<file path="src/rtl/rwd_pkg.sv">
// Shared types and constants for the readout word deframer.
package rwd_pkg;

	// Default structural parameters.
	localparam int CHANNELS_PER_LINK_DEF = 40;
	localparam int MAX_LINKS_DEF         = 64;

	// Fixed field widths of the readout format.
	localparam int WORD_W        = 32;
	localparam int MAP_W         = 40;
	localparam int SEARCH_W      = 64;
	localparam int LEN_W         = 6;
	localparam int LENS_PER_WORD = 4;
	localparam int ROW_ADDR_W    = 4;

	// Special header words.
	localparam logic [WORD_W-1:0] HDR_MULTI_FIRST   = 32'h1111_1111;
	localparam logic [WORD_W-1:0] HDR_MULTI_SECOND  = 32'hbeef_2021;
	localparam logic [WORD_W-1:0] HDR_FOOTER_FIRST  = 32'hd07e_2021;
	localparam logic [WORD_W-1:0] HDR_FOOTER_SECOND = 32'h1234_5678;

	localparam logic [3:0]  BUNCH_VERSION     = 4'd1;
	localparam logic [3:0]  CHIP_REV_RESET    = 4'd3;
	localparam logic [3:0]  CHIP_REV_CM19     = 4'd2;
	localparam logic [5:0]  CM_CHANNEL_V2     = 6'd19;
	localparam logic [5:0]  CM_CHANNEL_OTHER  = 6'd1;
	localparam logic [15:0] ROC_ID_OFFSET     = 16'd256;

	typedef enum logic [1:0] {
		KIND_SAMPLE      = 2'd0,
		KIND_FOOTER      = 2'd1,
		KIND_VERSION_ERR = 2'd2,
		KIND_MAP_OVERRUN = 2'd3
	} kind_t;

	typedef enum logic [3:0] {
		PH_HEAD1  = 4'd0,
		PH_HEAD2  = 4'd1,
		PH_WHOLE  = 4'd2,
		PH_SKIP   = 4'd3,
		PH_SHEAD1 = 4'd4,
		PH_SHEAD2 = 4'd5,
		PH_LENS   = 4'd6,
		PH_ROCHDR = 4'd7,
		PH_ROCMAP = 4'd8,
		PH_CHAN   = 4'd9,
		PH_CSUM   = 4'd10,
		PH_IDLE   = 4'd11
	} phase_t;

	// One memory row holds the four link lengths of one length word.
	typedef logic [LENS_PER_WORD-1:0][LEN_W-1:0] len_row_t;

	typedef struct packed {
		logic                  wr_en;
		logic [ROW_ADDR_W-1:0] wr_row;
		len_row_t              wr_data;
		logic                  rd_en;
		logic [ROW_ADDR_W-1:0] rd_row;
	} len_mem_req_t;

endpackage

</file>
<file path="src/rtl/rwd_len_mem.sv">
// Link length store: one row of four lengths per length word, registered read.
module rwd_len_mem import rwd_pkg::*; #(
	parameter int MAX_LINKS = MAX_LINKS_DEF
) (
	input  logic         clk,
	input  len_mem_req_t req,
	output len_row_t     rd_data
);

	localparam int ROWS  = (MAX_LINKS + LENS_PER_WORD - 1) / LENS_PER_WORD;
	localparam int ROW_W = (ROWS > 1) ? $clog2(ROWS) : 1;
	localparam int DEPTH = 1 << ROW_W;

	len_row_t mem_q [DEPTH];

	always_ff @(posedge clk) begin
		if (req.wr_en) begin
			mem_q[req.wr_row[ROW_W-1:0]] <= req.wr_data;
		end
	end

	always_ff @(posedge clk) begin
		if (req.rd_en) begin
			rd_data <= mem_q[req.rd_row[ROW_W-1:0]];
		end
	end

endmodule

</file>
<file path="src/rtl/rwd_chan_search.sv">
// Next set readout map bit at or above a start position (priority encoder).
module rwd_chan_search import rwd_pkg::*; #(
	parameter int CHANNELS_PER_LINK = CHANNELS_PER_LINK_DEF
) (
	input  logic [MAP_W-1:0] map,
	input  logic [6:0]       start,
	output logic             found,
	output logic [5:0]       index
);

	logic [SEARCH_W-1:0] map_ext;

	assign map_ext = SEARCH_W'(map);

	// Scanning downward leaves the lowest qualifying bit in place.
	always_comb begin
		found = 1'b0;
		index = '0;
		for (int i = CHANNELS_PER_LINK - 1; i >= 0; i--) begin
			if (map_ext[i] && (7'(i) >= start)) begin
				found = 1'b1;
				index = 6'(i);
			end
		end
	end

endmodule

</file>
<file path="src/rtl/readout_word_deframer_core.sv">
// Top level of the readout word deframer: input stage, parser and result register.
//
// The deframer takes one 32-bit readout word per clock while data_ready is high
// and walks the event format: header pairs, the multi-sample event header with
// its skipped sample-length words, bunch headers, packed link lengths, and for
// each link a ROC header, a readout map and its channel words, then the checksum
// word. Each accepted word is captured in an input register and parsed, once
// the result register is free, by a single pass of logic that updates the
// parser state and loads the result register, so a word is accepted every
// clock while results are taken, and its result comes out of the result
// register. A stalled result holds the parser but the input register
// still takes one more word. Channel words are emitted as kind 0 with the FPGA
// index, link index, ROC index and channel number; ROC-header, common-mode and
// checksum channels are dropped. A footer pair yields kind 1, a bunch version
// other than 1 yields kind 2, and a channel word beyond the last set map bit
// yields kind 3; after a footer or a version error the block discards words
// until a word with event_start set. Link lengths are kept in a small memory,
// four to a row, and read in the cycle of the ROC header word; it needs no
// clearing after reset because every length is written before it is read. The
// chip revision register is written through cfg_wr_en and cfg_wr_data and
// should only change while no words are in flight.
module readout_word_deframer_core import rwd_pkg::*; #(
	parameter int CHANNELS_PER_LINK = CHANNELS_PER_LINK_DEF,
	parameter int MAX_LINKS         = MAX_LINKS_DEF
) (
	input  logic        clk,
	input  logic        arst_n,

	input  logic        cfg_wr_en,
	input  logic [3:0]  cfg_wr_data,

	input  logic        data_valid,
	output logic        data_ready,
	input  logic [31:0] data_word,
	input  logic        event_start,

	output logic        result_valid,
	input  logic        result_ready,
	output logic [1:0]  kind,
	output logic [7:0]  fpga_index,
	output logic [5:0]  link_index,
	output logic [15:0] roc_index,
	output logic [5:0]  channel,
	output logic [31:0] sample
);

	localparam int ROWS = (MAX_LINKS + LENS_PER_WORD - 1) / LENS_PER_WORD;

	// Configuration.
	logic [3:0] chip_rev_q;

	// Input stage.
	logic              valid_s1;
	logic [WORD_W-1:0] word_s1;
	logic              start_s1;

	// Parser state.
	phase_t            phase_q, phase_d, eff_phase;
	logic [WORD_W-1:0] held_q;
	logic [7:0]        fpga_id_q;
	logic [5:0]        link_count_q;
	logic [5:0]        link_cursor_q;
	logic [15:0]       roc_id_q;
	logic [MAP_W-1:0]  map_q;
	logic [5:0]        channel_cursor_q;
	logic              cursor_started_q;
	logic [5:0]        words_left_q;
	logic [3:0]        skip_left_q;

	// Result register.
	kind_t       kind_q;
	logic [7:0]  fpga_index_q;
	logic [5:0]  link_index_q;
	logic [15:0] roc_index_q;
	logic [5:0]  channel_q;
	logic [31:0] sample_q;

	logic proc;

	// Decoded helpers.
	logic         pair_multi, pair_footer, ver_ok;
	logic [5:0]   hdr_links;
	logic [3:0]   skip_init, skip_dec;
	logic [6:0]   lens_sum;
	logic         lens_done;
	len_mem_req_t mem_req;
	len_row_t     mem_rd_data;
	logic         link_in_range;
	logic [5:0]   len_cur, wl_init, words_dec;
	logic [6:0]   link_inc;
	logic         link_inc_done;
	logic [6:0]   search_start;
	logic         search_found;
	logic [5:0]   search_index;
	logic [5:0]   cm_channel;
	logic         chan_keep;

	// Output decode.
	logic  emit_en, emit_bare;
	kind_t emit_kind;
	logic [5:0] emit_channel;

	always_ff @(posedge clk or negedge arst_n) begin
		if (!arst_n) begin
			chip_rev_q <= CHIP_REV_RESET;
		end else if (cfg_wr_en) begin
			chip_rev_q <= cfg_wr_data;
		end
	end

	// The parser advances whenever the result register can take what it makes.
	assign proc       = valid_s1 && (!result_valid || result_ready);
	assign data_ready = !valid_s1 || proc;

	always_ff @(posedge clk or negedge arst_n) begin
		if (!arst_n) begin
			valid_s1 <= 1'b0;
		end else if (data_ready) begin
			valid_s1 <= data_valid;
		end
	end

	always_ff @(posedge clk) begin
		if (data_valid && data_ready) begin
			word_s1  <= data_word;
			start_s1 <= event_start;
		end
	end

	// A word flagged as an event start restarts the parser on itself.
	assign eff_phase = start_s1 ? PH_HEAD1 : phase_q;

	assign pair_multi  = (held_q == HDR_MULTI_FIRST) && (word_s1 == HDR_MULTI_SECOND);
	assign pair_footer = (held_q == HDR_FOOTER_FIRST) && (word_s1 == HDR_FOOTER_SECOND);
	assign ver_ok      = (held_q[31:28] == BUNCH_VERSION);
	assign hdr_links   = held_q[19:14];

	// Sample-length words carry two lengths each, rounded up.
	assign skip_init = 4'((5'(word_s1[19:16]) + 5'd1) >> 1);
	assign skip_dec  = skip_left_q - 4'd1;

	assign lens_sum  = 7'(link_cursor_q) + 7'(LENS_PER_WORD);
	assign lens_done = (lens_sum >= 7'(link_count_q));

	assign link_in_range = (7'(link_cursor_q) < 7'(MAX_LINKS));
	assign len_cur       = link_in_range ? mem_rd_data[link_cursor_q[1:0]] : '0;
	assign wl_init       = (len_cur >= 6'd2) ? (len_cur - 6'd2) : '0;
	assign words_dec     = words_left_q - 6'd1;

	assign link_inc      = 7'(link_cursor_q) + 7'd1;
	assign link_inc_done = (link_inc >= 7'(link_count_q));

	assign search_start = cursor_started_q ? (7'(channel_cursor_q) + 7'd1) : '0;

	rwd_chan_search #(
		.CHANNELS_PER_LINK(CHANNELS_PER_LINK)
	) u_search (
		.map  (map_q),
		.start(search_start),
		.found(search_found),
		.index(search_index)
	);

	assign cm_channel = (chip_rev_q == CHIP_REV_CM19) ? CM_CHANNEL_V2 : CM_CHANNEL_OTHER;
	assign chan_keep  = (search_index != 6'd0) && (search_index != cm_channel) &&
		(search_index != 6'(CHANNELS_PER_LINK - 1));

	rwd_len_mem #(
		.MAX_LINKS(MAX_LINKS)
	) u_len_mem (
		.clk    (clk),
		.req    (mem_req),
		.rd_data(mem_rd_data)
	);

	// Next phase.
	always_comb begin
		phase_d = phase_q;
		case (eff_phase)
			PH_HEAD1: phase_d = PH_HEAD2;
			PH_HEAD2: begin
				if (pair_multi) begin
					phase_d = PH_WHOLE;
				end else if (pair_footer || !ver_ok) begin
					phase_d = PH_IDLE;
				end else begin
					phase_d = (hdr_links == '0) ? PH_CSUM : PH_LENS;
				end
			end
			PH_WHOLE: phase_d = (skip_init == '0) ? PH_SHEAD1 : PH_SKIP;
			PH_SKIP: phase_d = (skip_dec == '0) ? PH_SHEAD1 : PH_SKIP;
			PH_SHEAD1: phase_d = PH_SHEAD2;
			PH_SHEAD2: begin
				if (!ver_ok) begin
					phase_d = PH_IDLE;
				end else begin
					phase_d = (hdr_links == '0) ? PH_CSUM : PH_LENS;
				end
			end
			PH_LENS: phase_d = lens_done ? PH_ROCHDR : PH_LENS;
			PH_ROCHDR: phase_d = PH_ROCMAP;
			PH_ROCMAP: begin
				if (wl_init == '0) begin
					phase_d = link_inc_done ? PH_CSUM : PH_ROCHDR;
				end else begin
					phase_d = PH_CHAN;
				end
			end
			PH_CHAN: begin
				if (words_dec == '0) begin
					phase_d = link_inc_done ? PH_CSUM : PH_ROCHDR;
				end else begin
					phase_d = PH_CHAN;
				end
			end
			PH_CSUM: phase_d = PH_HEAD1;
			default: phase_d = PH_IDLE;
		endcase
	end

	// Results and memory requests.
	always_comb begin
		emit_en        = 1'b0;
		emit_bare      = 1'b0;
		emit_kind      = KIND_SAMPLE;
		emit_channel   = '0;
		mem_req        = '0;
		mem_req.wr_row = ROW_ADDR_W'(link_cursor_q >> 2);
		mem_req.rd_row = ROW_ADDR_W'(link_cursor_q >> 2);
		mem_req.wr_data = len_row_t'({word_s1[29:24], word_s1[21:16],
			word_s1[13:8], word_s1[5:0]});
		case (eff_phase)
			PH_HEAD2: begin
				if (pair_footer) begin
					emit_en   = 1'b1;
					emit_bare = 1'b1;
					emit_kind = KIND_FOOTER;
				end else if (!pair_multi && !ver_ok) begin
					emit_en   = 1'b1;
					emit_bare = 1'b1;
					emit_kind = KIND_VERSION_ERR;
				end
			end
			PH_SHEAD2: begin
				if (!ver_ok) begin
					emit_en   = 1'b1;
					emit_bare = 1'b1;
					emit_kind = KIND_VERSION_ERR;
				end
			end
			PH_LENS: mem_req.wr_en = (5'(link_cursor_q >> 2) < 5'(ROWS));
			PH_ROCHDR: mem_req.rd_en = 1'b1;
			PH_CHAN: begin
				if (!search_found) begin
					emit_en   = 1'b1;
					emit_kind = KIND_MAP_OVERRUN;
				end else if (chan_keep) begin
					emit_en      = 1'b1;
					emit_kind    = KIND_SAMPLE;
					emit_channel = search_index;
				end
			end
			default: emit_en = 1'b0;
		endcase
		if (!proc) begin
			mem_req.wr_en = 1'b0;
			mem_req.rd_en = 1'b0;
		end
	end

	always_ff @(posedge clk or negedge arst_n) begin
		if (!arst_n) begin
			phase_q          <= PH_HEAD1;
			held_q           <= '0;
			fpga_id_q        <= '0;
			link_count_q     <= '0;
			link_cursor_q    <= '0;
			roc_id_q         <= '0;
			map_q            <= '0;
			channel_cursor_q <= '1;
			cursor_started_q <= 1'b0;
			words_left_q     <= '0;
			skip_left_q      <= '0;
		end else if (proc) begin
			phase_q <= phase_d;
			case (eff_phase)
				PH_HEAD1, PH_SHEAD1: held_q <= word_s1;
				PH_HEAD2, PH_SHEAD2: begin
					if (!(eff_phase == PH_HEAD2 && (pair_multi || pair_footer)) && ver_ok) begin
						fpga_id_q     <= held_q[27:20];
						link_count_q  <= hdr_links;
						link_cursor_q <= '0;
					end
				end
				PH_WHOLE: skip_left_q <= skip_init;
				PH_SKIP: skip_left_q <= skip_dec;
				PH_LENS: link_cursor_q <= lens_done ? '0 : lens_sum[5:0];
				PH_ROCHDR: begin
					roc_id_q <= word_s1[31:16];
					map_q    <= {word_s1[7:0], map_q[31:0]};
				end
				PH_ROCMAP: begin
					map_q            <= {map_q[MAP_W-1:32], word_s1};
					channel_cursor_q <= '1;
					cursor_started_q <= 1'b0;
					words_left_q     <= wl_init;
					if (wl_init == '0) begin
						link_cursor_q <= link_inc_done ? '0 : link_inc[5:0];
					end
				end
				PH_CHAN: begin
					if (search_found) begin
						channel_cursor_q <= search_index;
						cursor_started_q <= 1'b1;
					end
					words_left_q <= words_dec;
					if (words_dec == '0) begin
						link_cursor_q <= link_inc_done ? '0 : link_inc[5:0];
					end
				end
				default: held_q <= held_q;
			endcase
		end
	end

	// Result register: loads when the parser makes a result, empties when taken.
	always_ff @(posedge clk or negedge arst_n) begin
		if (!arst_n) begin
			result_valid <= 1'b0;
		end else if (proc) begin
			result_valid <= emit_en;
		end else if (result_ready) begin
			result_valid <= 1'b0;
		end
	end

	always_ff @(posedge clk) begin
		if (proc && emit_en) begin
			kind_q    <= emit_kind;
			channel_q <= emit_channel;
			if (emit_bare) begin
				fpga_index_q <= '0;
				link_index_q <= '0;
				roc_index_q  <= '0;
				sample_q     <= '0;
			end else begin
				fpga_index_q <= fpga_id_q - 8'd1;
				link_index_q <= link_cursor_q;
				roc_index_q  <= roc_id_q - ROC_ID_OFFSET;
				sample_q     <= word_s1;
			end
		end
	end

	assign kind       = kind_q;
	assign fpga_index = fpga_index_q;
	assign link_index = link_index_q;
	assign roc_index  = roc_index_q;
	assign channel    = channel_q;
	assign sample     = sample_q;

	// A word held in the input stage waits intact until the parser takes it.
	a_s1_hold: assert property (@(posedge clk) disable iff (!arst_n)
		valid_s1 && !proc |=> valid_s1 && $stable(word_s1))
		else $error("input stage lost or changed a waiting word");

	a_chan_count: assert property (@(posedge clk) disable iff (!arst_n)
		phase_q == PH_CHAN |-> words_left_q != '0)
		else $error("channel phase with no words left");

	a_skip_count: assert property (@(posedge clk) disable iff (!arst_n)
		phase_q == PH_SKIP |-> skip_left_q != '0)
		else $error("skip phase with no words left");

	a_link_bound: assert property (@(posedge clk) disable iff (!arst_n)
		(phase_q == PH_ROCHDR || phase_q == PH_ROCMAP || phase_q == PH_CHAN)
		|-> link_cursor_q < link_count_q)
		else $error("link cursor beyond link count inside a link");

	a_footer_bare: assert property (@(posedge clk) disable iff (!arst_n)
		result_valid && (kind_q == KIND_FOOTER || kind_q == KIND_VERSION_ERR)
		|-> fpga_index_q == '0 && roc_index_q == '0 && sample_q == '0 && channel_q == '0)
		else $error("footer or version error carries nonzero fields");

endmodule

</file>
<file path="config.mk">
export PLATFORM = sky130hd
export DESIGN_NAME = readout_word_deframer_core
export DESIGN_NICKNAME = d
export VERILOG_FILES = /design/src/rtl/rwd_pkg.sv /design/src/rtl/rwd_len_mem.sv /design/src/rtl/rwd_chan_search.sv /design/src/rtl/readout_word_deframer_core.sv
export SDC_FILE = /design/constraint.sdc
export NUM_CORES = 1
export LEC_CHECK = 0
export CAP_MARGIN = 10
export CORE_MARGIN = 2
export CORE_UTILIZATION = 55
export CTS_CLUSTER_SIZE = 40
export DETAILED_ROUTE_END_ITERATION = 8
export DONT_BUFFER_PORTS = 1
export PLACE_DENSITY = 0.69
export SKIP_CTS_REPAIR_TIMING = 1
export SYNTH_ARGS = -nofsm -noshare
export SYNTH_HDL_FRONTEND = slang
export SYNTH_SLANG_ARGS = --single-unit
</file>
<file path="constraint.sdc">
create_clock -name clk -period 10.5 [get_ports clk]
set_input_delay 0.525 -clock clk [delete_from_list [all_inputs] [get_ports clk]]
set_output_delay 0.525 -clock clk [all_outputs]
set_load 0.02 [all_outputs]
</file>
### Word level (Yosys, flattened, before mapping)

Memories as Yosys holds them, arrays and structs flattened. A register that Yosys moved wholly into a read port is not among the register bits.
Cells that the tools add are included.
Widths: inputs -> output; s select.

| word-level totals | value |
|---|---|
| bits in registers | 238 |
| RAM bits | 384 |
| input port bits | 42 |
| output and inout port bits | 72 |
| word-level logic and storage cells | 314 |
| memories kept | 1 |

| operators by class | value |
|---|---|
| add/subtract/negate cells | 9 |
| magnitude comparators | 45 |
| equal/unequal tests | 22 |
| multiplexer cells | 130 |
| bitwise gates (word level) | 2 |
| reductions and logical operators | 82 |

Memory list:

| name | depth | width | read ports | clocked after Yosys merged registers in | wr ports | RTL line | source |
|---|---|---|---|---|---|---|---|
| u_len_mem.mem_q | 16 | 24 | 1 | 1 | 1 | rwd_len_mem.sv:14 | `len_row_t mem_q [DEPTH];` |

Operators with widths:

| operator | count |
|---|---|
| $mux 6 | 48 |
| $ge 5x7->1 const A | 16 |
| $pmux 40 s2 | 1 |
| $eq 32x29->1 const B | 2 |
| $eq 32x32->1 const B | 2 |
| $ge 4x7->1 const A | 8 |
| $ge 6x7->1 const A | 8 |
| $mux 1 | 55 |
| $logic_and 1x1->1 | 50 |
| $pmux 4 s11 | 1 |
| $mux 4 | 8 |
| $ge 3x7->1 const A | 4 |
| $pmux 6 s2 | 2 |
| $pmux 6 s4 | 1 |
| $logic_not 6->1 | 3 |
| $eq 4x3->1 const B | 4 |
| $sub 16x9->16 const B | 1 |
| $reduce_and 3->1 | 5 |
| $add 6x1->7 const B | 2 |
| $ge 1x7->1 const A | 2 |
| $ge 2x7->1 const A | 2 |
| $ge 7x6->1 | 2 |
| $bmux 6 s2 | 1 |
| $eq 4x2->1 const B | 3 |
| other kinds (32) | 59 |

### Depth between registers and ports, before layout

Gate-level depths: netlist of the first run.

| depth | value |
|---|---|
| depth after elaboration | 51 |
| depth in mapped cells | 14 |
| mapped depth without buffers | 13 |

### Hierarchy

Synthesis of the first run repeated with hierarchy kept, for this count alone.

| unflattened totals | value |
|---|---|
| cells, all modules | 1,678 |
| area, all modules | 27,276.2 um^2 |

Modules (own cells, without submodules):

| module | instances | cells an instance | area each (um^2) |
|---|---|---|---|
| rwd_len_mem | 1 | 636 | 15,170.8 |
| readout_word_deframer_core | 1 | 825 | 10,711.5 |
| rwd_chan_search | 1 | 217 | 1,393.8 |

### Worst setup path before layout of the first run

Ideal clock, no wire load.

| path | value |
|---|---|
| path type | reg2reg |
| start | register channel_cursor_q[0] |
| end | register channel_q[0], in the netlist channel[0], enable pin |
| setup time | 0.602 ns |
| arrival time | 8.323 ns |
| required time | 9.898 ns |
| path slack | 1.575 ns |
| cell stages (with the launch flop) | 14 |
| cells stage by stage | dfstp_2 ha_1 buf_6 and3_4 mux2_2 a2bb2oi_2 nor2_1 or4_1 a31oi_1 a311oi_1 or3_4 a31oi_2 nor4b_2 a211oi_1 |

| between the ends | value |
|---|---|
| word-level cells in the longest chain between the ends | 51 |

Ends and longest elaborated chain:

| item | RTL line | source |
|---|---|---|
| from (decl) | readout_word_deframer_core.sv:65 | `logic [5:0] channel_cursor_q;` |
| from (signal assigned) | readout_word_deframer_core.sv:313 | `channel_cursor_q <= search_index;` |
| $add 6x1->7 * | readout_word_deframer_core.sv:153 | `assign search_start = cursor_started_q ? (7'(channel_cursor_q) + 7'd1) : '0;` |
| $mux 7 * | readout_word_deframer_core.sv:153 |  |
| $ge 6x7->1 | rwd_chan_search.sv:20 | `if (map_ext[i] && (7'(i) >= start)) begin` |
| $logic_and 1x1->1 | rwd_chan_search.sv:20 |  |
| $mux 6 (40 in series) | rwd_chan_search.sv:20 |  |
| $ne 6x5->1 / $reduce_bool 6->1 (equally long branches) | readout_word_deframer_core.sv:165 | `assign chan_keep = (search_index != 6'd0) && (search_index != cm_channel) &&` |
| $logic_and 1x1->1 (2 in series) | readout_word_deframer_core.sv:165 |  |
| $mux 1 | readout_word_deframer_core.sv:257 | `end else if (chan_keep) begin` |
| $mux 1 * | readout_word_deframer_core.sv:254 | `if (!search_found) begin` |
| $pmux 1 s3 * | readout_word_deframer_core.sv:232 | `case (eff_phase)` |
| $logic_and 1x1->1 * | readout_word_deframer_core.sv:338 | `if (proc && emit_en) begin` |
| to (signal assigned) | readout_word_deframer_core.sv:340 | `channel_q <= emit_channel;` |
| to (decl) | readout_word_deframer_core.sv:75 | `logic [5:0] channel_q;` |

Mark *: on every way between the ends. The rest lies on a longest branch, timed or not.
A chain may end at the register's enable or synchronous reset.

### Worst setup path in the final report of the first run

| path | value |
|---|---|
| start | register channel_cursor_q[0] |
| end | register sample_q[22], in the netlist sample[22], enable pin |

| between the ends | value |
|---|---|
| word-level cells in the longest chain between the ends | 51 |

Ends and longest elaborated chain:

| item | RTL line | source |
|---|---|---|
| $add 6x1->7 * | readout_word_deframer_core.sv:153 |  |
| $mux 7 * | readout_word_deframer_core.sv:153 |  |
| $ge 6x7->1 | rwd_chan_search.sv:20 |  |
| $logic_and 1x1->1 | rwd_chan_search.sv:20 |  |
| $mux 6 (40 in series) | rwd_chan_search.sv:20 |  |
| $ne 6x5->1 / $reduce_bool 6->1 (equally long branches) | readout_word_deframer_core.sv:165 |  |
| $logic_and 1x1->1 (2 in series) | readout_word_deframer_core.sv:165 |  |
| $mux 1 | readout_word_deframer_core.sv:257 |  |
| $mux 1 * | readout_word_deframer_core.sv:254 |  |
| $pmux 1 s3 * | readout_word_deframer_core.sv:232 |  |
| $logic_and 1x1->1 * | readout_word_deframer_core.sv:338 |  |
| to (signal assigned) | readout_word_deframer_core.sv:350 | `sample_q <= word_s1;` |
| to (decl) | readout_word_deframer_core.sv:76 | `logic [31:0] sample_q;` |

Marked as above.

==> impl_metrics.json, run 1 <==
{
  "yosys.area.top_type_share_pct": 56.2,
  "clock_latency_ns": 0.66,
  "async_flop_share_pct": 20.9,
  "drive_gt1_share_pct": 22.7,
  "io_buffers": 0,
  "cts_num_sinks": 646,
  "syn_inst": 1669,
  "area_growth_pct": 12.1,
  "antenna_cells": 0,
  "slew_violations": 0,
  "crit_required_ns": 10.77,
  "routed_wl_mm": 69.4,
  "synth.area.top_cells": "edfxtp_1, dfrtp_1, mux4_2, mux2_2, nand2_1",
  "synth_area_sq_um": 27300,
  "ctsHtreeMaxLevel": 2,
  "grt-ovfl-total": 0,
  "vias": 15513,
  "path_clk_slew_ns": 0.06,
  "cp_top_family": "simple AND/OR/NAND/NOR gates",
  "nets": 1807,
  "die-height_microns": 227,
  "antenna_found_initial": 3,
  "hpwl_mm": 43.8,
  "die-area_sq_um": 51500,
  "drtIter0Drc": 1551,
  "power-per-cell-area_nw_per_um2": 255,
  "initial_core_util_pct": 55.8,
  "postRouteAntennaNets": 0,
  "crit_buf_inv": 1,
  "whs_ns": 0.0236,
  "register_area_sq_um": 18700,
  "synth-seq-area-share_pct": 68.6,
  "ctsLongestPathBuffers": 3,
  "syn_avg_cell_area_sq_um": 16.4,
  "avgRoutedWirePerCell_microns": 28.3,
  "clockRootBuffer": "clkbuf_16",
  "critPathKind": "flop to flop",
  "post-route-period-util_pct": 52.0,
  "holdCritPathClass": "primary input to flop",
  "synth_cell_types": 89,
  "gp_congestion": 0.926,
  "synth.ff_latch_count": 646,
  "crit_top_cell": "nand2_1",
  "core_area_sq_um": 49000,
  "crit_path_max_incr_delay_ns": 0.72,
  "drv_cap": 0,
  "yosysWarnings": 0,
  "cts_tree": "done",
  "cts_buffers": 61,
  "finalHoldViolations": 0,
  "max_slew_margin_pct": 20.1,
  "cp-start-kind": "flop",
  "drc": 0,
  "synthFlopType": "edfxtp_1",
  "worstSetupEndpointType": "flop",
  "yosysTopAreaCell": "edfxtp_1",
  "slowest_stage": "dfstp_2",
  "finClkSkew_ns": 0.0326,
  "rsz0062_at_grt": "no",
  "leakage_nw": 10.5,
  "worst_ir_drop_vdd_mv": 0.199,
  "dr.pass1.iters": 5,
  "period_needed_ns": 5.46,
  "layout_common_cells": "edfxtp_1, nand2_1, mux4_2",
  "path_max_fanout": 30,
  "grt_start_max_net_pins": 136,
  "die_x_microns": 227,
  "grt_pass1_vias": 15270,
  "syn-num-nets": 1738,
  "worst_pin_slew_ns": 1.20,
  "nFillCells": 3491,
  "multi_input_area_sq_um": 8200,
  "grt_use_total_pct": 27.6,
  "crit_chain": "ha_1, xor2_2, nand2_1, o31ai_1, nand2_1, nor4b_1, a31o_2, nand2b_1, nand3b_1, a31oi_2, nor4b_2, a211oi_4, buf_4",
  "grt_pass1_wl_mm": 101,
  "final_common_cell": "edfxtp_1",
  "fin_setup_tns_ns": 0,
  "num_io_pins": 114,
  "clock.fmax_mhz": 183,
  "vias_per_cell": 6.33,
  "worstPathArrival_ns": 5.73,
  "outcome": "finished, final reports clean",
  "synth_edf_count": 511,
  "finalSetupViolCount": 0,
  "num_rows": 81
}
-- sequential cells by signal, summed over array words and instances, names as in the netlist, 8 cells and up --
| register | flops |
|---|---|
| u_len_mem.rd_data | 24 |
| roc_id_q | 16 |
| u_len_mem.mem_q | 384 |
| held_q | 32 |
| roc_index | 16 |
| word_s1 | 32 |
| fpga_index | 8 |
| map_q | 40 |
| sample | 32 |
| fpga_id_q | 8 |
-- metal layers --
metal	wire, microns	up-vias	track usage (%)	part of all wire, %
met5	22	-	0	0.032
met4	1930	4	8.98	2.8
met3	6270	116	6.78	9.0
met2	31900	693	41.6	46
met1	29300	8039	39.9	42
li1	-	6661	-	-
-- through the flow --
| step | cell area (sq um) | setup slack [ns] | total power, W | std cells | utilization (%) |
|---|---|---|---|---|---|
| after floorplan | 27300 | 1.57 | 0.00500 | 1669 | - |
| after global placement | 28300 | 5.28 | 0.00561 | 2303 | 57.7 |
| after detailed placement | 28300 | 5.11 | 0.00563 | 2303 | 57.7 |
| after CTS | 30200 | 5.11 | 0.00781 | 2416 | 61.8 |
| after global routing | 30600 | 4.75 | 0.00816 | 2452 | 62.6 |
| final | 30600 | 5.04 | 0.00782 | 2452 | 62.6 |
-- worst reg2reg max path: stages (launching register included) --
cell and delay [ns]:
dfstp_2 0.72, ha_1 0.54, xor2_2 0.55, nand2_1 0.40
o31ai_1 0.57, nand2_1 0.14, nor4b_1 0.45, a31o_2 0.26
nand2b_1 0.18, nand3b_1 0.11, a31oi_2 0.32, nor4b_2 0.14
a211oi_4 0.23, buf_4 0.46
-- area by class of cell --
class                   count  area share [%]
multi-input cells         910            26.8
flip-flops and latches    646            61.2
clock buffers              73            5.23
inverters                  37           0.453
repair buffers             82            2.36
well taps                 664            2.71
clock inverters            40            1.26
-- cell usage after synthesis, types with 36 or more instances --
| cell type | instances |
|---|---|
| a21oi_1 | 37 |
| and2_1 | 52 |
| clkbuf_1 | 50 |
| dfrtp_1 | 127 |
| edfxtp_1 | 511 |
| inv_1 | 36 |
| mux2_2 | 77 |
| mux4_2 | 126 |
| nand2_1 | 139 |
| nor2_1 | 86 |
| o21ai_0 | 58 |
-- cells by family after synthesis --
family | share of synthesized area (%)
flip-flops | 68.6
AND/OR/NAND/NOR | 8.15
AO/OA/AOI/OAI | 5.57
multiplexers | 13.7
buffers and inverters | 1.67
XOR/XNOR | 1.10
adder cells (fa/ha/maj) | 1.24
-- where the power goes --
group | internal, W | leakage (nW) | switching [W]
sequential | 0.00312 | 6.30 | 0.000452
clock | 0.00124 | 0.975 | 0.000957
combinational | 0.000873 | 3.22 | 0.00118
total | 0.00523 | 10.5 | 0.00259
-- path summary, 6_finish.rpt --
kind	startpoint	end	slack, ns	depth (start not counted)
worst max-delay path	channel_cursor_q[0]	sample[22]	5.04	13
worst min-delay path	cfg_wr_data[2]	chip_rev_q[2]	0.02	1
worst max register to register	channel_cursor_q[0]	sample[22]	5.04	13
worst min register to register	roc_id_q[2]	roc_id_q[2]	0.47	2
max in group asynchronous	arst_n	map_q[21]	9.36	2
min in group asynchronous	arst_n	skip_left_q[1]	0.48	2
No activity file was read; power rests on OpenSTA's default activity.
==> run 2: changes to the inputs <==
ABC_AREA = 1   (was default)
clock period = 5.24 ns   (was 10.5 ns; I/O delays follow)
==> run 2 against run 1 <==
Net effect:
- count of clock-buffer cells in the layout rose by 14
- sequential cell count did not move
- combinational power rose by 55%
- critical path type unchanged
- largest cell class unchanged
==> impl_metrics.json, run 2 <==
{
  "syn_avg_cell_area_sq_um": 11.4,
  "max_slew_margin_pct": 18.9,
  "cts_num_sinks": 646,
  "synth.ff_latch_count": 646,
  "leakage_nw": 11.3,
  "power.switching_w": 0.00476,
  "worstSetupEndpointType": "flop",
  "hpwl_mm": 43.3,
  "drive_gt1_share_pct": 8.56,
  "area_growth_pct": 12.3,
  "initial_core_util_pct": 55.3,
  "post-route-period-util_pct": 89.5,
  "synthFlopType": "edfxtp_1",
  "register_area_sq_um": 18700,
  "syn-num-nets": 2437,
  "slew_violations": 0,
  "syn_inst": 2368,
  "fin_setup_tns_ns": 0,
  "ctsHtreeMaxLevel": 3,
  "cts_buffers": 66,
  "postRouteAntennaNets": 0,
  "finalHoldViolations": 0,
  "clock_latency_ns": 0.62,
  "period_needed_ns": 4.69,
  "grt_pass1_vias": 17636,
  "crit_required_ns": 5.52,
  "finalSetupViolCount": 0,
  "die-area_sq_um": 50700,
  "power_frac_clock_pct": 31.2,
  "grt_use_total_pct": 28.1,
  "io_buffers": 0,
  "netSwitchingFraction_pct": 32.7,
  "grt-ovfl-total": 0,
  "largest_reg_flops": 384,
  "grt_pass1_wl_mm": 106,
  "core_area_sq_um": 48600,
  "seq_power_share_pct": 47.0,
  "num_rows": 81,
  "power-per-cell-area_nw_per_um2": 482,
  "outcome": "finished, final reports clean",
  "finClkSkew_ns": 0.0221,
  "final_common_cell": "edfxtp_1",
  "holdCritPathClass": "primary input to asynchronous set/reset pin",
  "p_comb_share_pct": 21.8,
  "path_max_fanout": 46,
  "synth.area.top_cells": "edfxtp_1, dfrtp_1, o21ai_0, nor2_1, nand2_1",
  "async_flop_share_pct": 20.9,
  "crit_path_max_incr_delay_ns": 0.56,
  "ys_top_cells_by_count": "edfxtp_1, nor2_1, nand2_1",
  "multi_input_area_sq_um": 7220,
  "slowest_stage": "dfstp_2",
  "drtIter0Drc": 2491,
  "synth-seq-area-share_pct": 69.6,
  "critPathKind": "flop to flop",
  "avgRoutedWirePerCell_microns": 23.2,
  "dr.pass1.iters": 6,
  "synth_edf_count": 511,
  "drc": 0,
  "nFillCells": 3788,
  "path_clk_slew_ns": 0.06,
  "clockRootBuffer": "clkbuf_16",
  "crit_top_cell": "nand2_1",
  "ctsLongestPathBuffers": 3,
  "cts_tree": "done",
  "synth.most_common_cell": "edfxtp_1",
  "grt_start_max_net_pins": 136,
  "antenna_found_initial": 0,
  "yosysTopAreaCell": "edfxtp_1",
  "cp-start-kind": "flop",
  "drv_cap": 0,
  "vias": 18648,
  "cp_top_family": "simple AND/OR/NAND/NOR gates",
  "synth_cell_types": 54,
  "die_x_microns": 225,
  "worstPathArrival_ns": 4.97,
  "antenna_cells": 0,
  "worst_ir_drop_vdd_mv": 0.463,
  "worst_pin_slew_ns": 1.21,
  "rsz0062_at_grt": "no",
  "layout_common_cells": "edfxtp_1, nand2_1, nor2_1",
  "nets": 2482,
  "crit_buf_inv": 3,
  "routed_wl_mm": 71.5,
  "whs_ns": 0.246,
  "p_int_w": 0.00980,
  "yosysWarnings": 0,
  "vias_per_cell": 6.04,
  "num_io_pins": 114,
  "die-height_microns": 225,
  "clock.fmax_mhz": 213,
  "gp_congestion": 0.859,
  "yosys.area.top_type_share_pct": 57.0,
  "synth_area_sq_um": 26900
}
-- run 2: changes by cell type in the layout (fill, tap and decap cells not counted), sizes merged, moves of 31 or more --
cell | before | now
and2 | 52 | 3
inv | 38 | 167
mux2 | 77 | 8
mux4 | 126 | 0
nand2 | 139 | 367
nand3 | 20 | 56
nand4 | 11 | 42
nor2 | 86 | 367
o21ai | 67 | 332
o22ai | 4 | 106
-- run 2: cells by family (layout without fill, tap and decap cells) --
logic type,after synthesis,after routing,synth area share (%)
XOR/XNOR,17,17,0.553
AO/OA/AOI/OAI,525,525,10.9
AND/OR/NAND/NOR,876,876,13.5
multiplexers,8,8,0.335
adder cells (fa/ha/maj),27,27,1.26
buffers and inverters,269,366,3.77
flip-flops,646,646,69.6
-- run 2: metrics by stage --
step / area (sq um) / cells / utilization, % / worst slack (ns) / power (W)
after floorplan: 26900 / 2368 / - / 0.154 / 0.00907
after global placement: 27700 / 2925 / 56.9 / 0.609 / 0.00995
after detailed placement: 27700 / 2925 / 56.9 / 0.538 / 0.0100
after CTS: 29800 / 3045 / 61.2 / 0.503 / 0.0145
after global routing: 30200 / 3087 / 62.1 / 0.0426 / 0.0153
final: 30200 / 3087 / 62.1 / 0.551 / 0.0146
-- run 2: final timing paths --
path	start	to	slack, ns	cells past startpoint
max in group asynchronous	arst_n	roc_id_q[8]	4.39	2
min in group clk	data_word[20]	word_s1[20]	0.27	1
min	arst_n	fpga_id_q[0]	0.25	2
max	channel_cursor_q[1]	roc_index[4]	0.55	31
max reg2reg	channel_cursor_q[1]	roc_index[4]	0.55	31
min reg2reg	held_q[2]	held_q[2]	0.49	2
-- run 2: worst register-to-register path, delay by kind of cell, from the launching register on --
| kind | cells | cell delay, ns |
|---|---|---|
| and+or+nand+nor | 19 | 1.92 |
| adders and majority gates | 1 | 0.19 |
| AOI/OAI and AO/OA | 8 | 1.16 |
| DFF | 1 | 0.56 |
| buffers and inverters | 3 | 0.50 |
-- run 2: power groups by stage --
stage,sequential (W),combinational [W],clock (W)
floorplan,0.00673,0.00234,0
global placement,0.00691,0.00304,0
detailed placement,0.00692,0.00309,0
CTS,0.00682,0.00311,0.00459
global route,0.00690,0.00360,0.00477
finish,0.00683,0.00318,0.00454
-- run 2: cell type report --
| cell class | instances | area share, % |
|---|---|---|
| clock buffer | 87 | 6.01 |
| timing repair buffer | 83 | 2.51 |
| inverter | 163 | 2.04 |
| sequential | 646 | 62.0 |
| tap | 622 | 2.58 |
| clock inverter | 33 | 0.932 |
| multi-input combinational | 1453 | 23.9 |
-- run 2: routing by layer --
layer	GRT usage, %	routed length (microns)	vias to the layer above
met5	0	0	-
met3	4.72	5550	158
li1	-	-	8443
met4	11.7	2510	0
met1	40.0	29700	9133
met2	43.3	33800	914
